[config.mk]
export PLATFORM = sky130hd
export DESIGN_NAME = rational_arithmetic_unit_top_flat
export DESIGN_NICKNAME = d
export VERILOG_FILES = /design/src/sv/rau_pkg.sv /design/src/sv/rau_if.sv /design/src/sv/rau_front.sv /design/src/sv/rau_queue.sv /design/src/sv/rau_back.sv /design/src/sv/rational_arithmetic_unit_top.sv /design/src/flat_wrapper.sv
export SDC_FILE = /design/constraint.sdc
export NUM_CORES = 2
export LEC_CHECK = 0
export BUFFER_PORTS_ARGS = -buffer_cell sky130_fd_sc_hd__buf_4
export CELL_PAD_IN_SITES_DETAIL_PLACEMENT = 0
export CELL_PAD_IN_SITES_GLOBAL_PLACEMENT = 1
export CORE_ASPECT_RATIO = 2
export CORE_MARGIN = 3
export CORE_UTILIZATION = 51
export CTS_CLUSTER_SIZE = 20
export DETAILED_ROUTE_END_ITERATION = 8
export GPL_ROUTABILITY_DRIVEN = 0
export PLACE_DENSITY = 0.88
export SYNTH_ARGS = -nofsm -noshare
export SYNTH_HDL_FRONTEND = slang
export SYNTH_SLANG_ARGS = --single-unit
[constraint.sdc]
create_clock -name i_clk -period 14.62 [get_ports i_clk]
set_input_delay 1.462 -clock i_clk [delete_from_list [all_inputs] [get_ports i_clk]]
set_output_delay 1.462 -clock i_clk [all_outputs]
set_load 0.02 [all_outputs]
[src/sv/rau_pkg.sv]
// ----------------------------------------------------------------------------
// Rational arithmetic unit package
// Opcodes, comparison codes, queue depth and the flag group that travels with
// every classified item from the front end to the back end.
// ----------------------------------------------------------------------------
package rau_pkg;

    localparam logic [2:0] OP_MAKE = 3'd0;
    localparam logic [2:0] OP_ADD  = 3'd1;
    localparam logic [2:0] OP_SUB  = 3'd2;
    localparam logic [2:0] OP_MUL  = 3'd3;
    localparam logic [2:0] OP_DIV  = 3'd4;
    localparam logic [2:0] OP_CMP  = 3'd5;

    localparam logic [1:0] CMP_LESS    = 2'd0;
    localparam logic [1:0] CMP_EQUAL   = 2'd1;
    localparam logic [1:0] CMP_GREATER = 2'd2;
    localparam logic [1:0] CMP_NONE    = 2'd3;

    localparam int QUEUE_DEPTH = 2;

    // res_ok: result may be valid (for a compare: the order is defined).
    typedef struct packed {
        logic res_ok;
        logic is_cmp;
        logic den_neg;
        logic t0_neg;
        logic t1_neg;
    } t_flags;

endpackage

[src/sv/rau_if.sv]
// ----------------------------------------------------------------------------
// Rational arithmetic unit channels
// Operand channel and result channel, each with valid, ready and payload.
// ----------------------------------------------------------------------------
interface rau_in_if #(parameter int W = 16);
    logic                valid;
    logic                ready;
    logic [2:0]          opcode;
    logic signed [W-1:0] a_num;
    logic signed [W-1:0] a_den;
    logic                a_valid;
    logic signed [W-1:0] b_num;
    logic [W-2:0]        b_den;
    logic                b_valid;

    modport source (output valid, opcode, a_num, a_den, a_valid, b_num, b_den, b_valid,
                    input ready);
    modport sink   (input valid, opcode, a_num, a_den, a_valid, b_num, b_den, b_valid,
                    output ready);
endinterface

interface rau_out_if #(parameter int W = 16);
    logic                valid;
    logic                ready;
    logic signed [2*W:0] res_num;
    logic [2*W-2:0]      res_den;
    logic                res_valid;
    logic [1:0]          cmp_code;

    modport source (output valid, res_num, res_den, res_valid, cmp_code, input ready);
    modport sink   (input valid, res_num, res_den, res_valid, cmp_code, output ready);
endinterface

[src/sv/rau_front.sv]
// ----------------------------------------------------------------------------
// Rational arithmetic unit front end
// Accepts operand transfers, splits operands into sign and magnitude and
// decodes the opcode into three multiplier operand pairs and a flag group.
// ----------------------------------------------------------------------------
module rau_front #(
    parameter int W = 16
) (
    rau_in_if.sink               i_in,
    input  logic                 i_full,
    output logic                 o_push,
    output rau_pkg::t_flags      o_flags,
    output logic [5:0][W-1:0]    o_ops
);
    import rau_pkg::*;

    logic         an_neg, ad_neg, bn_neg;
    logic [W-1:0] an_mag, ad_mag, bn_mag, bd_mag;
    logic [W-1:0] one;

    assign one    = W'(1);
    assign an_neg = i_in.a_num[W-1];
    assign ad_neg = i_in.a_den[W-1];
    assign bn_neg = i_in.b_num[W-1];
    assign an_mag = an_neg ? W'(-i_in.a_num) : W'(i_in.a_num);
    assign ad_mag = ad_neg ? W'(-i_in.a_den) : W'(i_in.a_den);
    assign bn_mag = bn_neg ? W'(-i_in.b_num) : W'(i_in.b_num);
    assign bd_mag = {1'b0, i_in.b_den};

    assign i_in.ready = !i_full;
    assign o_push     = i_in.valid && !i_full;

    // Pair 0 and pair 1 are the two numerator terms, pair 2 the denominator.
    always_comb begin
        o_ops   = '0;
        o_flags = '0;
        unique case (i_in.opcode) inside
            OP_MAKE: begin
                o_ops[0] = an_mag;  o_ops[1] = one;
                o_ops[4] = ad_mag;  o_ops[5] = one;
                o_flags.t0_neg  = an_neg;
                o_flags.den_neg = ad_neg;
                o_flags.res_ok  = 1'b1;
            end
            OP_ADD, OP_SUB: begin
                o_ops[0] = an_mag;  o_ops[1] = bd_mag;
                o_ops[2] = bn_mag;  o_ops[3] = ad_mag;
                o_ops[4] = ad_mag;  o_ops[5] = bd_mag;
                o_flags.t0_neg  = an_neg;
                o_flags.t1_neg  = bn_neg ^ ad_neg ^ (i_in.opcode == OP_SUB);
                o_flags.den_neg = ad_neg;
                o_flags.res_ok  = i_in.a_valid && i_in.b_valid;
            end
            OP_MUL: begin
                o_ops[0] = an_mag;  o_ops[1] = bn_mag;
                o_ops[4] = ad_mag;  o_ops[5] = bd_mag;
                o_flags.t0_neg  = an_neg ^ bn_neg;
                o_flags.den_neg = ad_neg;
                o_flags.res_ok  = i_in.a_valid && i_in.b_valid;
            end
            OP_DIV: begin
                o_ops[0] = an_mag;  o_ops[1] = bd_mag;
                o_ops[4] = ad_mag;  o_ops[5] = bn_mag;
                o_flags.t0_neg  = an_neg ^ bn_neg;
                o_flags.den_neg = ad_neg;
                o_flags.res_ok  = i_in.a_valid && i_in.b_valid && (bn_mag != '0);
            end
            OP_CMP: begin
                // Left side minus right side; its sign gives the order.
                o_ops[0] = an_mag;  o_ops[1] = bd_mag;
                o_ops[2] = bn_mag;  o_ops[3] = ad_mag;
                o_flags.is_cmp = 1'b1;
                o_flags.t0_neg = an_neg ^ ad_neg;
                o_flags.t1_neg = !bn_neg;
                o_flags.res_ok = i_in.a_valid && i_in.b_valid &&
                                 (ad_mag != '0) && (bd_mag != '0);
            end
            default: begin
                o_ops   = '0;
                o_flags = '0;
            end
        endcase
    end

endmodule

[src/sv/rau_queue.sv]
// ----------------------------------------------------------------------------
// Rational arithmetic unit queue
// Small first-in first-out buffer between the front end and the back end.
// ----------------------------------------------------------------------------
module rau_queue #(
    parameter int WIDTH = 8,
    parameter int DEPTH = 2
) (
    input  logic             i_clk,
    input  logic             i_rst_n,
    input  logic             i_push,
    input  logic [WIDTH-1:0] i_data,
    input  logic             i_pop,
    output logic             o_full,
    output logic             o_empty,
    output logic [WIDTH-1:0] o_data
);
    localparam int PW = (DEPTH > 1) ? $clog2(DEPTH) : 1;
    localparam int CW = $clog2(DEPTH + 1);

    logic [WIDTH-1:0] r_mem [DEPTH];
    logic [PW-1:0]    r_wr_ptr, r_rd_ptr;
    logic [CW-1:0]    r_count;

    assign o_full  = (r_count == CW'(DEPTH));
    assign o_empty = (r_count == '0);
    assign o_data  = r_mem[r_rd_ptr];

    always_ff @(posedge i_clk) begin
        if (i_push) begin
            r_mem[r_wr_ptr] <= i_data;
        end
    end

    always_ff @(posedge i_clk) begin
        if (!i_rst_n) begin
            r_wr_ptr <= '0;
            r_rd_ptr <= '0;
            r_count  <= '0;
        end else begin
            if (i_push) begin
                r_wr_ptr <= (r_wr_ptr == PW'(DEPTH - 1)) ? '0 : r_wr_ptr + PW'(1);
            end
            if (i_pop) begin
                r_rd_ptr <= (r_rd_ptr == PW'(DEPTH - 1)) ? '0 : r_rd_ptr + PW'(1);
            end
            if (i_push && !i_pop) begin
                r_count <= r_count + CW'(1);
            end else if (i_pop && !i_push) begin
                r_count <= r_count - CW'(1);
            end
        end
    end

endmodule

[src/sv/rau_back.sv]
// ----------------------------------------------------------------------------
// Rational arithmetic unit back end
// Sequencer with one shared multiplier, a signed adder, a binary gcd and a
// dual restoring divider that reduces numerator and denominator together.
// ----------------------------------------------------------------------------
module rau_back #(
    parameter int W = 16
) (
    input  logic              i_clk,
    input  logic              i_rst_n,
    input  logic              i_empty,
    input  rau_pkg::t_flags   i_flags,
    input  logic [5:0][W-1:0] i_ops,
    output logic              o_pop,
    rau_out_if.source         o_out
);
    import rau_pkg::*;

    localparam int MW = 2 * W;
    localparam int SW = 2 * W + 2;
    localparam int NW = 2 * W + 1;
    localparam int DW = 2 * W - 1;
    localparam int KW = $clog2(MW);
    localparam logic [1:0] MUL_LAST = 2'd2;

    typedef enum logic [5:0] {
        S_IDLE = 6'b000001,
        S_MUL  = 6'b000010,
        S_SUM  = 6'b000100,
        S_GCD  = 6'b001000,
        S_DIV  = 6'b010000,
        S_OUT  = 6'b100000
    } t_state;

    t_state            r_st, n_st;
    logic [1:0]        r_mcnt;
    t_flags            r_flags;
    logic [5:0][W-1:0] r_ops;
    logic [MW-1:0]     r_p0, r_p1, r_p2;
    logic [MW-1:0]     r_u, r_v, r_g;
    logic [KW-1:0]     r_k;
    logic [MW-1:0]     r_qn, r_qd, r_rn, r_rd;
    logic [KW-1:0]     r_dcnt;
    logic              r_neg;
    logic [MW-1:0]     r_res_mag;
    logic              r_res_neg;
    logic [DW-1:0]     r_res_den;
    logic              r_res_valid;
    logic [1:0]        r_cmp;

    logic [W-1:0]         mul_a, mul_b;
    logic [MW-1:0]        prod;
    logic signed [SW-1:0] v0, v1, sum;
    logic [SW-1:0]        sum_abs;
    logic [MW-1:0]        nmag;
    logic                 sum_neg;
    logic [MW:0]          tn, td, gx;
    logic                 bit_n, bit_d;
    logic [MW-1:0]        qn_next, qd_next;
    logic [NW-1:0]        res_ext;

    assign o_pop = (r_st == S_IDLE) && !i_empty;

    // Shared multiplier, one operand pair a cycle.
    always_comb begin
        case (r_mcnt)
            2'd0:    begin mul_a = r_ops[0]; mul_b = r_ops[1]; end
            2'd1:    begin mul_a = r_ops[2]; mul_b = r_ops[3]; end
            default: begin mul_a = r_ops[4]; mul_b = r_ops[5]; end
        endcase
    end
    assign prod = MW'(mul_a) * MW'(mul_b);

    always_comb begin
        v0 = $signed({2'b00, r_p0});
        v1 = $signed({2'b00, r_p1});
        if (r_flags.t0_neg) v0 = -v0;
        if (r_flags.t1_neg) v1 = -v1;
        sum     = v0 + v1;
        sum_neg = sum[SW-1];
        sum_abs = sum_neg ? SW'(-sum) : SW'(sum);
        nmag    = sum_abs[MW-1:0];
    end

    // One restoring step for each dividend against the common gcd.
    assign gx      = {1'b0, r_g};
    assign tn      = {r_rn, r_qn[MW-1]};
    assign td      = {r_rd, r_qd[MW-1]};
    assign bit_n   = (tn >= gx);
    assign bit_d   = (td >= gx);
    assign qn_next = {r_qn[MW-2:0], bit_n};
    assign qd_next = {r_qd[MW-2:0], bit_d};

    always_comb begin
        n_st = r_st;
        unique case (r_st)
            S_IDLE: if (!i_empty) n_st = S_MUL;
            S_MUL:  if (r_mcnt == MUL_LAST) n_st = S_SUM;
            S_SUM: begin
                if (r_flags.is_cmp || !r_flags.res_ok || (r_p2 == '0)) n_st = S_OUT;
                else n_st = S_GCD;
            end
            S_GCD:  if (r_u == '0) n_st = S_DIV;
            S_DIV:  if (r_dcnt == KW'(MW - 1)) n_st = S_OUT;
            S_OUT:  if (o_out.ready) n_st = S_IDLE;
            default: n_st = S_IDLE;
        endcase
    end

    always_ff @(posedge i_clk) begin
        if (!i_rst_n) begin
            r_st   <= S_IDLE;
            r_mcnt <= '0;
        end else begin
            r_st <= n_st;
            if (o_pop) r_mcnt <= '0;
            else if (r_st == S_MUL) r_mcnt <= r_mcnt + 2'd1;
        end
    end

    always_ff @(posedge i_clk) begin
        case (r_st)
            S_IDLE: begin
                r_ops   <= i_ops;
                r_flags <= i_flags;
            end
            S_MUL: begin
                case (r_mcnt)
                    2'd0:    r_p0 <= prod;
                    2'd1:    r_p1 <= prod;
                    default: r_p2 <= prod;
                endcase
            end
            S_SUM: begin
                r_res_mag   <= '0;
                r_res_neg   <= 1'b0;
                r_res_den   <= '0;
                r_res_valid <= 1'b0;
                r_cmp       <= CMP_NONE;
                if (r_flags.is_cmp && r_flags.res_ok) begin
                    if (sum_neg)        r_cmp <= CMP_LESS;
                    else if (sum == '0) r_cmp <= CMP_EQUAL;
                    else                r_cmp <= CMP_GREATER;
                end
                r_u   <= nmag;
                r_v   <= r_p2;
                r_k   <= '0;
                r_qn  <= nmag;
                r_qd  <= r_p2;
                r_neg <= (nmag != '0) && (sum_neg ^ r_flags.den_neg);
            end
            S_GCD: begin
                if (r_u == '0) begin
                    r_g    <= r_v << r_k;
                    r_rn   <= '0;
                    r_rd   <= '0;
                    r_dcnt <= '0;
                end else if (!r_u[0] && !r_v[0]) begin
                    r_u <= r_u >> 1;
                    r_v <= r_v >> 1;
                    r_k <= r_k + KW'(1);
                end else if (!r_u[0]) begin
                    r_u <= r_u >> 1;
                end else if (!r_v[0]) begin
                    r_v <= r_v >> 1;
                end else if (r_u >= r_v) begin
                    r_u <= (r_u - r_v) >> 1;
                end else begin
                    r_v <= (r_v - r_u) >> 1;
                end
            end
            S_DIV: begin
                r_rn   <= bit_n ? MW'(tn - gx) : MW'(tn);
                r_rd   <= bit_d ? MW'(td - gx) : MW'(td);
                r_qn   <= qn_next;
                r_qd   <= qd_next;
                r_dcnt <= r_dcnt + KW'(1);
                if (r_dcnt == KW'(MW - 1)) begin
                    r_res_mag   <= qn_next;
                    r_res_neg   <= r_neg;
                    r_res_den   <= qd_next[DW-1:0];
                    r_res_valid <= 1'b1;
                end
            end
            default: begin
            end
        endcase
    end

    assign res_ext         = {1'b0, r_res_mag};
    assign o_out.valid     = (r_st == S_OUT);
    assign o_out.res_num   = r_res_neg ? $signed(-res_ext) : $signed(res_ext);
    assign o_out.res_den   = r_res_den;
    assign o_out.res_valid = r_res_valid;
    assign o_out.cmp_code  = r_cmp;

    a_gcd_v_nonzero: assert property (@(posedge i_clk) disable iff (!i_rst_n)
        (r_st == S_GCD) |-> (r_v != '0))
        else $error("gcd operand became zero");
    a_div_nonzero: assert property (@(posedge i_clk) disable iff (!i_rst_n)
        (r_st == S_DIV) |-> (r_g != '0))
        else $error("divider started with zero gcd");
    a_valid_den: assert property (@(posedge i_clk) disable iff (!i_rst_n)
        (o_out.valid && o_out.res_valid) |-> (o_out.res_den != '0))
        else $error("valid result with zero denominator");
    a_pop_starts: assert property (@(posedge i_clk) disable iff (!i_rst_n)
        o_pop |=> (r_st == S_MUL) && (r_mcnt == 2'd0))
        else $error("pop did not start the multiply sequence");

endmodule

[src/sv/rational_arithmetic_unit_top.sv]
// Sequence after an operand transfer: take it from the queue, multiply the three
// operand pairs, add, run a binary gcd and the dual divide, then the output state;
// compares, invalid results and zero denominators skip gcd and divide.
// One item is in the back end at a time; the queue keeps taking transfers until
// it is full. Reset: synchronous, active low.
// ----------------------------------------------------------------------------
// Rational arithmetic unit top level
// Exact make, add, subtract, multiply, divide and compare of signed
// rationals, with results reduced by the gcd and the sign on the numerator.
// ----------------------------------------------------------------------------
module rational_arithmetic_unit_top #(
    parameter int OPERAND_WIDTH = 16
) (
    input  logic      i_clk,
    input  logic      i_rst_n,
    rau_in_if.sink    i_in,
    rau_out_if.source o_out
);
    import rau_pkg::*;

    localparam int W  = OPERAND_WIDTH;
    localparam int QW = $bits(t_flags) + 6 * W;

    // The front end classifies each operand transfer into operand pairs for
    // the shared multiplier and a flag group, and pushes it into the queue.
    logic              push, pop, full, empty;
    t_flags            f_flags, b_flags;
    logic [5:0][W-1:0] f_ops, b_ops;
    logic [QW-1:0]     q_out;

    rau_front #(.W(W)) u_front (
        .i_in    (i_in),
        .i_full  (full),
        .o_push  (push),
        .o_flags (f_flags),
        .o_ops   (f_ops)
    );

    // The queue lets the front end take new transfers while the back end is
    // still busy with a long gcd or divide, or waits on its output.
    rau_queue #(.WIDTH(QW), .DEPTH(QUEUE_DEPTH)) u_queue (
        .i_clk   (i_clk),
        .i_rst_n (i_rst_n),
        .i_push  (push),
        .i_data  ({f_flags, f_ops}),
        .i_pop   (pop),
        .o_full  (full),
        .o_empty (empty),
        .o_data  (q_out)
    );

    assign b_flags = q_out[QW-1 -: $bits(t_flags)];
    assign b_ops   = q_out[6*W-1:0];

    // The back end runs each item through multiply, add and (for reducible results)
    // gcd and divide, and holds the finished result in its output register until transferred.
    rau_back #(.W(W)) u_back (
        .i_clk   (i_clk),
        .i_rst_n (i_rst_n),
        .i_empty (empty),
        .i_flags (b_flags),
        .i_ops   (b_ops),
        .o_pop   (pop),
        .o_out   (o_out)
    );

endmodule
[src/flat_wrapper.sv]
// flat-port wrapper written by rule: the top's interface ports become plain ports
module rational_arithmetic_unit_top_flat import rau_pkg::*;
#(
    parameter int OPERAND_WIDTH = 16
)
  (i_clk, i_rst_n, i_in_valid, i_in_opcode, i_in_a_num, i_in_a_den, i_in_a_valid, i_in_b_num, i_in_b_den, i_in_b_valid, i_in_ready, o_out_valid, o_out_res_num, o_out_res_den, o_out_res_valid, o_out_cmp_code, o_out_ready);
  rau_in_if i_in_i ();
  rau_out_if o_out_i ();
  input  logic i_clk;
  input  logic i_rst_n;
  input wire logic [$bits(i_in_i.valid)-1:0] i_in_valid;
  input wire logic [$bits(i_in_i.opcode)-1:0] i_in_opcode;
  input wire logic [$bits(i_in_i.a_num)-1:0] i_in_a_num;
  input wire logic [$bits(i_in_i.a_den)-1:0] i_in_a_den;
  input wire logic [$bits(i_in_i.a_valid)-1:0] i_in_a_valid;
  input wire logic [$bits(i_in_i.b_num)-1:0] i_in_b_num;
  input wire logic [$bits(i_in_i.b_den)-1:0] i_in_b_den;
  input wire logic [$bits(i_in_i.b_valid)-1:0] i_in_b_valid;
  output wire logic [$bits(i_in_i.ready)-1:0] i_in_ready;
  output wire logic [$bits(o_out_i.valid)-1:0] o_out_valid;
  output wire logic [$bits(o_out_i.res_num)-1:0] o_out_res_num;
  output wire logic [$bits(o_out_i.res_den)-1:0] o_out_res_den;
  output wire logic [$bits(o_out_i.res_valid)-1:0] o_out_res_valid;
  output wire logic [$bits(o_out_i.cmp_code)-1:0] o_out_cmp_code;
  input wire logic [$bits(o_out_i.ready)-1:0] o_out_ready;
  assign i_in_i.valid = i_in_valid;
  assign i_in_i.opcode = i_in_opcode;
  assign i_in_i.a_num = i_in_a_num;
  assign i_in_i.a_den = i_in_a_den;
  assign i_in_i.a_valid = i_in_a_valid;
  assign i_in_i.b_num = i_in_b_num;
  assign i_in_i.b_den = i_in_b_den;
  assign i_in_i.b_valid = i_in_b_valid;
  assign i_in_ready = i_in_i.ready;
  assign o_out_valid = o_out_i.valid;
  assign o_out_res_num = o_out_i.res_num;
  assign o_out_res_den = o_out_i.res_den;
  assign o_out_res_valid = o_out_i.res_valid;
  assign o_out_cmp_code = o_out_i.cmp_code;
  assign o_out_i.ready = o_out_ready;
  rational_arithmetic_unit_top #(.OPERAND_WIDTH(OPERAND_WIDTH)) u_core (.i_clk(i_clk), .i_rst_n(i_rst_n), .i_in(i_in_i), .o_out(o_out_i));
endmodule
==> run summary <==
Final hold vios = 0
R2R setup slack = 5300 ps
Final Cell Area = 0.0553 mm^2
Pre-Repair DR Iteration Count = 8
Synth Net Count = 5,514
Via count = 39,100
Layout area overhead = 9.28%
Synth top area share = 0.416
Cell Count Post-Placement = 6,260
Sequential-to-total area share from yosys stat = 0.421
Crit path launch type = flip-flop
Tightest Hold Check Type = reg2reg
CTS tree = yes
Core Area = 0.0979 mm^2
Grt total ovfl = 0
Hold depth = 2
FF-to-FF End = u_core.u_back.r_p2[29]$_DFFE_PP_
IO Pins = 141
R2R cell count = 28
Syn avg cell area = 10.2 um^2
Most frequent cells in the layout = edfxtp_1, nor2_1, inv_1
Slew Limit Fails = 0
# nets final = 5,569
Critical path required time = 15,030 ps
Die Y-Extent = 451 um
DRC = 0
Via density = 6.12
Setup Buffers After CTS = 0
Total track usage = 0.311
Layout Utilization = 0.565
Share of post-route cells with drive strength above 1 = 0.0974
First-pass GRT wire length = 239 mm
Hold Crit Start = u_core.u_back.r_mcnt[1]$_SDFFE_PP0N_
Fin crit period = 9320 ps
Final setup TNS = 0 ps
Crit. End Element = flip-flop
CTS buffer count = 68
CP delay by family, top = adder cells
Total wire length = 162 mm
Ys flop type = edfxtp_1
Yosys top cell by area = edfxtp_1
Hold endpoint = u_core.u_back.r_mcnt[1]$_SDFFE_PP0N_
Final setup vio count = 0
Vias in the first global route = 40,000
# hold bufs at CTS = 0
R2r startpoint = u_core.u_back.r_mcnt[1]$_SDFFE_PP0N_
DP Wirelength = 125 mm
FMAX = 0.107 GHz
Synth cell types = 92
WS Path Type = reg2reg
# clock sinks = 713
FF+latch area = 0.0213 mm^2
DIE AREA = 0.103 mm^2
Largest net degree at the start of global routing = 91
Ys async rst share = 0
Period utilisation layout = 0.637
Mapped Cells = 4,964
Least-Margin Pin Slew = 1440 ps
Worst path arrival time = 9730 ps
Initial Util = 0.517
Status = finished, final reports clean
Slew HR = 0.0330
Mapped Area = 0.0506 mm^2
Die W = 229 um
Multi-input logic area = 0.0270 mm^2
Fillers = 8,456
Worst-skew pair later-pin latency = 710 ps
Max_cap viols = 0
Fin Clk Skew = 38.7 ps
Post-cts gate resize count = 0
Ys Warns = 0
Layout Cells excl Fill = 6,390
H-tree depth = 3
Clock tree buffer depth = 3
CP max stage delay = 930 ps
Root Buffer = clkbuf_16
ANT nets after route = 0
Post-synth EDFFs = 701
Unrepaired setup endpoints after global routing = no
Top post-synthesis cells by area = edfxtp_1, fa_1, ha_1
Crit-path most repeated cell = fa_1
Critical Path Fanout Max = 59
DR iter-0 viols = 2,840
# port buffers = 140
Yosys reg bits = 713
Worst Path Buf+Inv = 5
Max stage delay cell, worst path = nor2_4
Post-DR wirelength/cell = 25.3 um
Most common cell after layout, fill and taps aside = edfxtp_1
Clock Pin Slew Worst Setup and Hold Paths = 80 ps
Placed instance area = 0.0530 mm^2
Initial antenna violation count = 9
Row count = 162
==> area by class of cell <==
class,instances,area share
clock buffers,79,0.0319
inverters,428,0.0291
flip-flops and latches,713,0.385
diodes,6,0.000272
repair buffers,200,0.0272
well taps,1312,0.0297
multi-input cells,3608,0.488
clock inverters,44,0.00894
==> cell families after synthesis <==
group,after synthesis,share of synthesized area
AO/OA/AOI/OAI,1066,0.140
AND/OR/NAND/NOR,1546,0.144
XOR/XNOR,300,0.0520
flip-flops,713,0.421
multiplexers,218,0.0477
adder cells (fa/ha/maj),478,0.148
buffers and inverters,643,0.0478
==> tightest hold or removal path, cell delays in order (launching register included) <==
cell	delay (ps)
dfxtp_1	340
nand2_1	60
a21oi_1	60
==> per-stage QoR <==
step                hold WS, ps  setup WS [ps]
finish                      501           5300
global route                511           4820
CTS                         501           5410
detailed placement          490           5490
global placement            467           5490
floorplan                   451           3370
==> layer usage <==
layer	share of wire	vias to the layer above	track usage
li1	-	17800	-
met3	0.061	743	0.0652
met4	0.12	4	0.296
met1	0.30	18800	0.269
met5	0.00016	-	0
met2	0.53	1677	0.581
==> how the worst max path moves through the flow <==
stage                                         startpoint                                      to  slack, ps  cells past startpoint
global route        u_core.u_back.r_mcnt[1]$_SDFFE_PP0N_        u_core.u_back.r_p2[29]$_DFFE_PP_       4820                     28
finish              u_core.u_back.r_mcnt[1]$_SDFFE_PP0N_        u_core.u_back.r_p2[29]$_DFFE_PP_       5300                     28
floorplan             u_core.u_back.r_st[2]$_SDFFE_PN0P_  u_core.u_queue.r_count[1]$_SDFFE_PN0P_       3370                      8
global placement    u_core.u_back.r_mcnt[0]$_SDFFE_PP0N_        u_core.u_back.r_p0[29]$_DFFE_PP_       5490                     28
CTS                 u_core.u_back.r_mcnt[1]$_SDFFE_PP0N_        u_core.u_back.r_p2[29]$_DFFE_PP_       5410                     28
detailed placement  u_core.u_back.r_mcnt[1]$_SDFFE_PP0N_        u_core.u_back.r_p1[29]$_DFFE_PP_       5490                     28
==> Yosys cell counts, types with 39 or more instances <==
library cell and n:
ha_1 279, o21ai_0 207, a21oi_1 273, xnor2_1 202, nor2b_1 43, nand2_1 400, edfxtp_1 701, a22o_1 48
nand3_1 64, nand2b_1 51, nor2_1 556, and2_1 94, xor2_1 98, mux2i_1 104, mux2_2 106, inv_1 425
a221oi_1 47, nor4_1 46, nor3_1 77, clkbuf_1 197, o31ai_1 39, fa_1 199, a21o_1 147
==> sequential cells by signal, summed over array words and instances (netlist names), 6 cells and up <==
register                     flops
u_core.u_back.r_rd              32
u_core.u_back.r_st               6
u_core.u_back.r_rn              32
u_core.u_back.r_p2              32
u_core.u_back.r_qd              32
u_core.u_back.o_out.res_den     31
u_core.u_back.r_p0              32
u_core.u_back.r_u               32
u_core.u_back.r_g               32
u_core.u_back.r_v               32
u_core.u_back.r_res_mag         32
u_core.u_queue.r_mem           202
u_core.u_back.r_qn              32
u_core.u_back.r_ops             96
u_core.u_back.r_p1              32
Power is not shown: default switching activity piles up to over one toggle a cycle in this logic, so the estimate is an artifact.
